[src/design/cal_pkg.sv]
`timescale 1ns / 1ps
// cal_pkg: shared types, register codes and reset values for the cross arm length block
// no dependencies; imported by every cal_* module and by cross_arm_length_top

package cal_pkg;

   // one pixel color, 8 bits per channel
   typedef struct packed {
      logic [7:0] red;
      logic [7:0] green;
      logic [7:0] blue;
   } rgb_type;

   // one input item as held in the input register
   typedef struct packed {
      logic       first;
      logic       off_image;
      rgb_type    color;
      logic [7:0] mask;
   } pix_type;

   // width of nine times a sum of squared channel differences (max 1755675)
   localparam int DIST_W = 21;
   // width of 100 * tau * tau (max 6502500)
   localparam int THR_W  = 23;

   // configuration as seen by the arm logic
   typedef struct packed {
      logic [6:0]       arm_short;
      logic [7:0]       long_limit;
      logic [THR_W-1:0] thr_inner;
      logic [THR_W-1:0] thr_outer;
   } csr_type;

   // register indexes on the configuration port
   typedef enum logic [1:0] {
      CSR_ARM_SHORT = 2'd0,
      CSR_TAU_INNER = 2'd1,
      CSR_TAU_OUTER = 2'd2
   } csr_idx_type;

   localparam logic [6:0]       ARM_SHORT_RST    = 7'd17;
   localparam logic [15:0]      TAU_INNER_SQ_RST = 16'd400;
   localparam logic [15:0]      TAU_OUTER_SQ_RST = 16'd36;
   localparam logic [THR_W-1:0] THR_INNER_RST    = 23'd40000;
   localparam logic [THR_W-1:0] THR_OUTER_RST    = 23'd3600;

   localparam logic [7:0] MASK_FULL = 8'hFF;
   localparam logic [7:0] LONG_CAP  = 8'd128;

   // 100 * x as shifts and adds (64 + 32 + 4)
   function automatic logic [THR_W-1:0] scale100(input logic [15:0] x);
      logic [THR_W-1:0] xe;
      xe = {{(THR_W-16){1'b0}}, x};
      return (xe << 6) + (xe << 5) + (xe << 2);
   endfunction

endpackage

[src/design/cal_csr.sv]
`timescale 1ns / 1ps
// cal_csr: configuration registers and the squared color thresholds derived from them
// depends on cal_pkg

module cal_csr (
   input  logic                 clock,
   input  logic                 reset,
   input  logic                 csr_valid,
   input  logic [1:0]           csr_index,
   input  logic [7:0]           csr_data,
   output cal_pkg::csr_type     csr_cfg
);
   import cal_pkg::*;

   logic [6:0]       arm_short_ff;
   logic [15:0]      tau_inner_sq_ff;
   logic [15:0]      tau_outer_sq_ff;
   logic [THR_W-1:0] thr_inner_ff;
   logic [THR_W-1:0] thr_outer_ff;
   logic [15:0]      data_sq;

   // square of the written threshold, taken at the write
   assign data_sq = csr_data * csr_data;

   // register writes
   always_ff @(posedge clock) begin
      if (reset) begin
         arm_short_ff    <= ARM_SHORT_RST;
         tau_inner_sq_ff <= TAU_INNER_SQ_RST;
         tau_outer_sq_ff <= TAU_OUTER_SQ_RST;
      end else if (csr_valid) begin
         case (csr_index)
            CSR_ARM_SHORT: arm_short_ff    <= csr_data[6:0];
            CSR_TAU_INNER: tau_inner_sq_ff <= data_sq;
            CSR_TAU_OUTER: tau_outer_sq_ff <= data_sq;
            default: ;
         endcase
      end
   end

   // scaled thresholds, registered from the squares
   always_ff @(posedge clock) begin
      if (reset) begin
         thr_inner_ff <= THR_INNER_RST;
         thr_outer_ff <= THR_OUTER_RST;
      end else begin
         thr_inner_ff <= scale100(tau_inner_sq_ff);
         thr_outer_ff <= scale100(tau_outer_sq_ff);
      end
   end

   // long limit is twice the short limit, capped at 128
   always_comb begin
      csr_cfg.arm_short  = arm_short_ff;
      csr_cfg.long_limit = arm_short_ff[6] ? LONG_CAP : {arm_short_ff, 1'b0};
      csr_cfg.thr_inner  = thr_inner_ff;
      csr_cfg.thr_outer  = thr_outer_ff;
   end

endmodule

[src/design/cal_dist.sv]
`timescale 1ns / 1ps
// cal_dist: nine times the sum of squared channel differences of two colors
// depends on cal_pkg

module cal_dist (
   input  cal_pkg::rgb_type              color_a,
   input  cal_pkg::rgb_type              color_b,
   output logic [cal_pkg::DIST_W-1:0]    dist9
);
   import cal_pkg::*;

   logic [7:0]  diff_r, diff_g, diff_b;
   logic [15:0] sq_r, sq_g, sq_b;
   logic [17:0] sum_sq;

   // absolute channel differences
   assign diff_r = (color_a.red   > color_b.red)   ? color_a.red   - color_b.red
                                                   : color_b.red   - color_a.red;
   assign diff_g = (color_a.green > color_b.green) ? color_a.green - color_b.green
                                                   : color_b.green - color_a.green;
   assign diff_b = (color_a.blue  > color_b.blue)  ? color_a.blue  - color_b.blue
                                                   : color_b.blue  - color_a.blue;

   // squares and sum
   assign sq_r   = diff_r * diff_r;
   assign sq_g   = diff_g * diff_g;
   assign sq_b   = diff_b * diff_b;
   assign sum_sq = {2'b00, sq_r} + {2'b00, sq_g} + {2'b00, sq_b};

   // times nine as shift and add
   assign dist9 = ({3'b000, sum_sq} << 3) + {3'b000, sum_sq};

endmodule

[src/design/cal_arm.sv]
`timescale 1ns / 1ps
// cal_arm: arm state (center, previous color, count, active) and the per-item decision
// depends on cal_pkg and cal_dist

module cal_arm (
   input  logic              clock,
   input  logic              reset,
   input  logic              step_en,
   input  cal_pkg::pix_type  pix,
   input  cal_pkg::csr_type  csr_cfg,
   output logic              emit,
   output logic [6:0]        arm_len
);
   import cal_pkg::*;

   rgb_type           center_ff, center_in;
   rgb_type           prev_ff, prev_in;
   logic [6:0]        step_ff, step_in;
   logic              active_ff, active_in;
   logic [DIST_W-1:0] cen9, pre9;
   logic [7:0]        dist_next;
   logic              extend_ok;

   // distances to the center and to the previous pixel
   cal_dist u_dist_cen (
      .color_a (pix.color),
      .color_b (center_ff),
      .dist9   (cen9)
   );

   cal_dist u_dist_pre (
      .color_a (pix.color),
      .color_b (prev_ff),
      .dist9   (pre9)
   );

   // extension test for the neighbor at distance step + 1
   assign dist_next = {1'b0, step_ff} + 8'd1;
   assign extend_ok = !pix.off_image && (pix.mask != 8'd0)
                      && (dist_next < csr_cfg.long_limit)
                      && ({2'b00, cen9} < csr_cfg.thr_inner)
                      && ({2'b00, pre9} < csr_cfg.thr_inner)
                      && ((dist_next <= {1'b0, csr_cfg.arm_short})
                          || ({2'b00, cen9} < csr_cfg.thr_outer));

   // next state and result
   always_comb begin
      center_in = center_ff;
      prev_in   = prev_ff;
      step_in   = step_ff;
      active_in = active_ff;
      emit      = 1'b0;
      arm_len   = step_ff;
      if (step_en) begin
         if (pix.first) begin
            step_in = 7'd0;
            if (pix.off_image || (pix.mask != MASK_FULL)) begin
               // invalid center ends at once with length zero
               active_in = 1'b0;
               emit      = 1'b1;
               arm_len   = 7'd0;
            end else begin
               center_in = pix.color;
               prev_in   = pix.color;
               active_in = 1'b1;
            end
         end else if (active_ff) begin
            if (extend_ok) begin
               step_in = dist_next[6:0];
               prev_in = pix.color;
            end else begin
               active_in = 1'b0;
               emit      = 1'b1;
            end
         end
      end
   end

   // arm state registers
   always_ff @(posedge clock) begin
      if (reset) begin
         center_ff <= '0;
         prev_ff   <= '0;
         step_ff   <= 7'd0;
         active_ff <= 1'b0;
      end else begin
         center_ff <= center_in;
         prev_ff   <= prev_in;
         step_ff   <= step_in;
         active_ff <= active_in;
      end
   end

endmodule

[src/design/cross_arm_length_top.sv]
`timescale 1ns / 1ps
// cross_arm_length_top: cross-based support arm grower for stereo matching
// depends on cal_pkg, cal_csr, cal_dist and cal_arm
//
// Usage: an address walker streams the center pixel of an arm (tuser first set)
// followed by its neighbors in one direction on the req_ channel. The block
// counts how far the arm grows and sends one arm length on the rsp_ channel
// when a neighbor fails the color or mask test, hits the long limit or lies
// off the image. A center with mask other than 255 or off the image gives 0.
// Thresholds and the short limit are written on the csr_ channel while no
// arm is in flight; csr_ready is always high.
// A transfer on req_ is captured in the input register, evaluated there, and
// its result, if any, goes to the result register and shows on rsp_. One
// item per cycle is taken while rsp_ is not stalled, set by the input register
// and the result register each holding one item; the arm state updates in the
// same cycle as the evaluation, so consecutive items see each other's effect.
// When rsp_tready is low with a result waiting, the input register still takes
// one more item and then req_tready drops until the result is taken.
// Reset (synchronous, active high) clears both registers and the arm state
// and restores the register defaults: short limit 17, inner 20, outer 6.

module cross_arm_length_top (
   input  logic        clock,
   input  logic        reset,
   // input pixel stream
   input  logic        req_tvalid,
   output logic        req_tready,
   input  logic [31:0] req_tdata,   // red, green, blue, mask
   input  logic [1:0]  req_tuser,   // first, off_image
   // arm length results
   output logic        rsp_tvalid,
   input  logic        rsp_tready,
   output logic [7:0]  rsp_tdata,   // arm_length, one zero pad bit
   // configuration writes
   input  logic        csr_valid,
   output logic        csr_ready,
   input  logic [1:0]  csr_index,
   input  logic [7:0]  csr_data
);
   import cal_pkg::*;

   csr_type    csr_cfg;
   pix_type    s1_pix_ff;
   logic       s1_valid_ff;
   logic       rsp_valid_ff;
   logic [6:0] rsp_len_ff;
   logic       advance;
   logic       step_en;
   logic       req_xfer;
   logic       arm_emit;
   logic [6:0] arm_len;

   assign csr_ready = 1'b1;

   // configuration registers
   cal_csr u_csr (
      .clock     (clock),
      .reset     (reset),
      .csr_valid (csr_valid),
      .csr_index (csr_index),
      .csr_data  (csr_data),
      .csr_cfg   (csr_cfg)
   );

   // handshake: the held item moves on whenever the result register is free
   assign advance    = !rsp_valid_ff || rsp_tready;
   assign step_en    = s1_valid_ff && advance;
   assign req_tready = !s1_valid_ff || advance;
   assign req_xfer   = req_tvalid && req_tready;

   // input register
   always_ff @(posedge clock) begin
      if (reset) begin
         s1_valid_ff <= 1'b0;
      end else if (req_xfer) begin
         s1_valid_ff <= 1'b1;
      end else if (step_en) begin
         s1_valid_ff <= 1'b0;
      end
   end

   always_ff @(posedge clock) begin
      if (req_xfer) begin
         s1_pix_ff.first       <= req_tuser[0];
         s1_pix_ff.off_image   <= req_tuser[1];
         s1_pix_ff.color.red   <= req_tdata[7:0];
         s1_pix_ff.color.green <= req_tdata[15:8];
         s1_pix_ff.color.blue  <= req_tdata[23:16];
         s1_pix_ff.mask        <= req_tdata[31:24];
      end
   end

   // arm state and decision
   cal_arm u_arm (
      .clock   (clock),
      .reset   (reset),
      .step_en (step_en),
      .pix     (s1_pix_ff),
      .csr_cfg (csr_cfg),
      .emit    (arm_emit),
      .arm_len (arm_len)
   );

   // result register
   always_ff @(posedge clock) begin
      if (reset) begin
         rsp_valid_ff <= 1'b0;
      end else if (step_en && arm_emit) begin
         rsp_valid_ff <= 1'b1;
      end else if (rsp_tready) begin
         rsp_valid_ff <= 1'b0;
      end
   end

   always_ff @(posedge clock) begin
      if (step_en && arm_emit) begin
         rsp_len_ff <= arm_len;
      end
   end

   assign rsp_tvalid = rsp_valid_ff;
   assign rsp_tdata  = {1'b0, rsp_len_ff};

   // reset empties both registers
   a_reset_empty : assert property (@(posedge clock)
      reset |=> (!rsp_tvalid && !s1_valid_ff))
      else $error("registers not empty after reset");

   // input only stalls while an item is held behind a stalled result
   a_stall_cause : assert property (@(posedge clock) disable iff (reset)
      !req_tready |-> (s1_valid_ff && rsp_tvalid && !rsp_tready))
      else $error("input stalled without cause");

   // a decided result appears on the output in the next cycle
   a_result_load : assert property (@(posedge clock) disable iff (reset)
      (step_en && arm_emit) |=> (rsp_tvalid && (rsp_tdata[6:0] == $past(arm_len))))
      else $error("result not loaded");

endmodule
[config.mk]
export PLATFORM = sky130hd
export DESIGN_NAME = cross_arm_length_top
export DESIGN_NICKNAME = d
export VERILOG_FILES = /design/src/design/cal_pkg.sv /design/src/design/cal_csr.sv /design/src/design/cal_dist.sv /design/src/design/cal_arm.sv /design/src/design/cross_arm_length_top.sv
export SDC_FILE = /design/constraint.sdc
export NUM_CORES = 1
export LEC_CHECK = 0
export ABC_AREA = 1
export BUFFER_PORTS_ARGS = -buffer_cell sky130_fd_sc_hd__buf_4
export CAP_MARGIN = 20
export CORE_MARGIN = 4
export CORE_UTILIZATION = 45
export CTS_CLUSTER_DIAMETER = 150
export DETAILED_ROUTE_END_ITERATION = 8
export GPL_ROUTABILITY_DRIVEN = 1
export PLACE_DENSITY = 0.71
export REMOVE_ABC_BUFFERS = 1
export SLEW_MARGIN = 30
export SYNTH_ARGS = -nofsm -noshare
export SYNTH_HDL_FRONTEND = slang
export SYNTH_SLANG_ARGS = --single-unit
[constraint.sdc]
create_clock -name clock -period 10 [get_ports clock]
set_input_delay 0.5 -clock clock [delete_from_list [all_inputs] [get_ports clock]]
set_output_delay 0.5 -clock clock [all_outputs]
set_load 0.01 [all_outputs]
==> impl_metrics.json, run 1 <==
{
  "status": "finished, violations left",
  "area_growth_pct": 25.5,
  "ant_nets": 0,
  "hold_viol": 0,
  "grt_max_degree": 94,
  "vias": 24217,
  "cp.required_ps": 10390,
  "cts_max_path_buffers": 2,
  "ys_ff_latch": 176,
  "critPathKind": "flip-flop to flip-flop",
  "grt_pass1_wl_um": 117000,
  "synth_top_area_share": 0.233,
  "rsz0062_at_grt": "yes",
  "clock_latency_ps": 460,
  "setup_viol": 40,
  "route.detailed.drc": 0,
  "die_w_um": 257,
  "cts_tree": "built",
  "crit_path_end_kind": "flip-flop",
  "post-route-period-util": 1.05,
  "slew_headroom": 0.360,
  "grt_use_total": 0.210,
  "core_area_mm2": 0.0616,
  "clk_pin_slew_worst_paths_ps": 80,
  "wl_um": 69400,
  "setup_ws_ps": -450,
  "cts_root_buf": "clkbuf_16",
  "hp-class": "input port to flip-flop",
  "netlist_area_mm2": 0.0280,
  "overflow": 0,
  "gp_congestion": 0.879,
  "fin_skew_ps": 20.1,
  "synth-edff-count": 41,
  "grt.met2_usage": 0.369,
  "cts.sinks": 176,
  "cp-start-kind": "flip-flop",
  "cap_violations": 0,
  "synth_warnings": 0,
  "vias_per_cell": 4.82,
  "ios": 60,
  "routedWlPerCell_um": 13.8,
  "crit_arrival_ps": 10840,
  "critPathSlowestCell": "fa_1",
  "violations": "setup timing",
  "initial_core_util": 0.455,
  "tns_ps": -15540,
  "antenna_found_initial": 2,
  "ctsHoldBuffers": 0,
  "avgSynthCellArea_um2": 7.75,
  "htree_num_levels": 4,
  "fmax_mhz": 95.7,
  "top_usage_layer": "met2",
  "ys_seq_area_frac": 0.140,
  "layout_commonest_cell": "inv_1",
  "drive_gt1_frac": 0.229,
  "firstDrtPassIters": 5,
  "synth.area.top_cells": "fa_1, ha_1, inv_1, dfxtp_1, nand2_1",
  "die_h_um": 257,
  "nNetsFinal": 4971,
  "cts_made_buffers": 17,
  "synthDistinctLibCells": 56,
  "tightest_slew_ps": 960,
  "grt_util_met3": 0.0249,
  "port_buffers": 57,
  "fp-row-count": 91,
  "dieArea_mm2": 0.0663,
  "critPathMaxStageDelay_ps": 590,
  "use_met1": 0.276,
  "crit_fanout": 6,
  "ys.flop_type": "dfxtp_1",
  "hpwl_um": 56800,
  "layout_common_cells": "inv_1, buf_4, nand2_1",
  "first_iter_violations": 1340,
  "async_reset_ff_frac": 0,
  "finalCriticalPeriod_ps": 10450,
  "first_global_vias": 24959,
  "netlist_instances": 3614,
  "netlist.top_cell.by_area": "fa_1",
  "drv_slew": 0
}
==> registers in the layout, summed over array words and instances, names as in the netlist, 7 cells and up <==
| register | flops |
|---|---|
| rsp_len_ff | 7 |
| s1_pix_ff | 34 |
| u_arm.step_ff | 7 |
| u_csr.tau_outer_sq_ff | 15 |
| u_csr.arm_short_ff | 7 |
| u_csr.thr_outer_ff | 20 |
| u_arm.center_ff | 24 |
| u_arm.prev_ff | 24 |
| u_csr.tau_inner_sq_ff | 15 |
| u_csr.thr_inner_ff | 20 |
==> layer usage <==
layer,up-vias,wire [µm],part of all wire
li1,12280,-,-
met1,11388,31200,0.45
met2,435,33900,0.49
met3,114,2440,0.035
met4,0,1830,0.026
met5,-,0,0
==> cells by family after synthesis <==
family | after synthesis | share of synthesized area
AND/OR/NAND/NOR | 1107 | 0.165
buffers and inverters | 952 | 0.129
adder cells (fa/ha/maj) | 745 | 0.420
AO/OA/AOI/OAI | 499 | 0.102
flip-flops | 176 | 0.140
XOR/XNOR | 132 | 0.0420
other | 2 | 0.000268
multiplexers | 1 | 0.000357
==> final cells by class <==
class                           instances  area [µm²]
Clock inverter                         13         116
Multi-Input combinational cell       2487       21500
Sequential cell                       176        3930
Tap cell                              837        1050
Clock buffer                           19         454
Timing Repair Buffer                  607        4720
Inverter                              888        3350
Fill cell                            5375       26500
Antenna cell                            2        5.00
==> path summary, 6_finish.rpt <==
| check | startpoint | endpoint | slack (ps) | cells after the start |
|---|---|---|---|---|
| max | s1_pix_ff[24] | u_arm.prev_ff[13] | -450 | 58 |
| min | req_tdata[26] | s1_pix_ff[2] | 210 | 1 |
| max reg2reg | s1_pix_ff[24] | u_arm.prev_ff[13] | -450 | 58 |
| min reg2reg | u_csr.tau_outer_sq_ff[0] | u_csr.thr_outer_ff[2] | 500 | 2 |
==> worst max-delay path: cells and delay by family, from the launching register on <==
family | cells | cell delay, ps
AO/OA/AOI/OAI | 11 | 1670
flip-flops | 1 | 410
AND/OR/NAND/NOR | 17 | 1510
adder cells (fa/ha/maj) | 12 | 4740
buffers and inverters | 16 | 1680
XOR/XNOR | 2 | 360
==> Yosys cell counts, drive strengths merged, types with 28 or more instances <==
cell type	n
dfxtp	135
nand4	44
o21ai	172
edfxtp	41
inv	886
a21o	28
nand3	77
nand2	603
nor2	337
a21oi	222
xnor2	36
xor2	96
fa	326
ha	419
clkbuf	38
==> metrics by stage <==
stage           util  cells  setup slack (ps)  cell area, µm²  hold slack (ps)
6_report       0.570   5029              -450           35100              209
5_1_grt        0.570   5027              -933           35100              190
4_1_cts        0.557   5000              -277           34300              195
3_5_place_dp   0.534   4931              -907           32900              473
3_3_place_gp   0.534   4931              -815           32900              470
2_1_floorplan      -   3550              -165           27700              434
==> repair_timing <==
action | 4_1_cts | 5_1_grt
buffers inserted | 35 | 25
resized for setup | 135 | 158
setup endpoints to repair | 40 | 40
hold endpoints to repair | 0 | 0
gates cloned | 2 | 2
pin swaps | 70 | 118
Power of run 1 is left out: the tool's default activity adds up to more than one toggle a clock period on the data nets, which glitch-free logic cannot reach.
==> run 2: changes to the inputs <==
--- a/config.mk
+++ b/config.mk
@@ -8,11 +8,10 @@
 export ABC_AREA = 1
 export BUFFER_PORTS_ARGS = -buffer_cell sky130_fd_sc_hd__buf_4
 export CAP_MARGIN = 20
-export CORE_MARGIN = 4
+export CORE_MARGIN = 3
 export CORE_UTILIZATION = 45
 export CTS_CLUSTER_DIAMETER = 150
 export DETAILED_ROUTE_END_ITERATION = 8
-export GPL_ROUTABILITY_DRIVEN = 1
 export PLACE_DENSITY = 0.71
 export REMOVE_ABC_BUFFERS = 1
 export SLEW_MARGIN = 30
==> impl_metrics.json, run 2 (synthesis gave the netlist of run 1 again) <==
{
  "multiInputGateArea_mm2": 0.0217,
  "reg2reg_slack_ps": -410,
  "grt_use_total": 0.211,
  "fp-row-count": 90,
  "fillers": 5273,
  "cp-start-kind": "flip-flop",
  "cts_tree": "built",
  "layout_common_cells": "inv_1, buf_4, nand2_1",
  "first_iter_violations": 1283,
  "place_area_mm2": 0.0329,
  "hp-class": "input port to flip-flop",
  "core_area_mm2": 0.0609,
  "critPathMaxStageDelay_ps": 600,
  "tns_ps": -13470,
  "min_from": "req_tdata[29]",
  "vias_per_cell": 4.84,
  "initial_core_util": 0.460,
  "crit_path_end_kind": "flip-flop",
  "layout_commonest_cell": "inv_1",
  "dieArea_mm2": 0.0653,
  "cts_max_path_buffers": 2,
  "violations": "setup timing",
  "cts_root_buf": "clkbuf_16",
  "status": "finished, violations left",
  "finalInstanceArea_mm2": 0.0354,
  "r2r_start": "s1_pix_ff[24]",
  "reg.largest.list": "s1_pix_ff x34, u_arm.center_ff x24, u_arm.prev_ff x24",
  "ant_nets": 0,
  "critPathKind": "flip-flop to flip-flop",
  "firstDrtPassIters": 6,
  "fin_skew_ps": 11.9,
  "cts.sinks": 176,
  "rr_worst_depth": 60,
  "finalCriticalPeriod_ps": 10410,
  "port_buffers": 57,
  "drive_gt1_frac": 0.240,
  "setup_viol": 40,
  "routedWlPerCell_um": 13.9,
  "setup_ws_ps": -413,
  "ios": 60,
  "post-route-period-util": 1.04,
  "gp_congestion": 0.892,
  "first_global_vias": 24536,
  "cts_made_buffers": 17,
  "die_w_um": 255,
  "hpwl_um": 56600,
  "crit_path_frequent_cell": "inv_2",
  "crit_fanout": 6,
  "die_h_um": 255,
  "antenna_found_initial": 3,
  "regToRegEndpoint": "u_arm.prev_ff[1]",
  "clock_latency_ps": 480,
  "clk_pin_slew_worst_paths_ps": 80,
  "wl_um": 69700,
  "grt_pass1_wl_um": 115000,
  "vias": 24293,
  "crit_arrival_ps": 10830,
  "overflow": 0,
  "seqCellArea_mm2": 0.00393,
  "cp.required_ps": 10420,
  "tightest_slew_ps": 992,
  "worstHoldEndpoint": "s1_pix_ff[5]",
  "grt_max_degree": 94,
  "cap_violations": 0,
  "drv_slew": 0,
  "route.detailed.drc": 0,
  "htree_num_levels": 4,
  "nNetsFinal": 4968,
  "final_core_util": 0.581,
  "fmax_mhz": 96.0,
  "top_register": "s1_pix_ff",
  "hold_viol": 0,
  "slew_headroom": 0.339,
  "critPathSlowestCell": "fa_1",
  "largest_register_ff_count": 34,
  "rsz0062_at_grt": "yes",
  "min_path_cells": 1,
  "area_growth_pct": 26.3
}
==> run 2: what timing repair did <==
item,4_1_cts,5_1_grt
cloned,2,2
hold endpoints to repair,0,0
buffers inserted,19,32
hold buffers,0,0
pin swaps,76,170
gates resized for setup,110,262
setup endpoints to repair,40,40
==> run 2: layout make-up <==
cell class                      count  area share
Antenna cell                        2    0.000141
Sequential cell                   176       0.111
Timing Repair Buffer              604       0.133
Multi-Input combinational cell   2487       0.614
Tap cell                          828      0.0293
Inverter                          888      0.0948
Clock buffer                       18      0.0127
Clock inverter                     14     0.00488
==> run 2: critical path: cells and delay by family, from the launching register on <==
| family | cells | cell delay [ps] |
|---|---|---|
| compound gates | 11 | 1490 |
| xor+xnor | 2 | 390 |
| fa+ha+maj | 12 | 4830 |
| buf+inv | 18 | 1670 |
| flops | 1 | 410 |
| simple gates | 17 | 1550 |
==> run 2: metrics by stage <==
| step | std cells | setup WS, ps | hold slack [ps] |
|---|---|---|---|
| after floorplan | 3550 | -165 | 434 |
| after global placement | 4930 | -582 | 477 |
| after detailed placement | 4930 | -741 | 481 |
| after CTS | 4983 | -316 | 158 |
| after global routing | 5015 | -863 | 169 |
| final | 5017 | -413 | 189 |
==> run 2: worst max-delay path by stage <==
stage	start	end	slack, ps	cells past startpoint
6_report	s1_pix_ff[24]	u_arm.prev_ff[1]	-410	60
5_1_grt	s1_pix_ff[24]	u_arm.prev_ff[0]	-860	61
4_1_cts	s1_pix_ff[24]	u_arm.prev_ff[20]	-320	61
3_5_place_dp	s1_pix_ff[24]	rsp_len_ff[5]	-740	58
3_3_place_gp	s1_pix_ff[24]	rsp_len_ff[3]	-580	59
2_1_floorplan	s1_pix_ff[24]	rsp_len_ff[0]	-160	54
==> run 2: layer usage <==
layer	vias up	track usage	wire length [µm]
met1	11494	0.279	31500
met5	-	0	13
li1	12255	-	-
met3	109	0.0290	2570
met4	2	0.0489	1550
met2	433	0.368	34100
Power of run 2 is left out for the same reason.
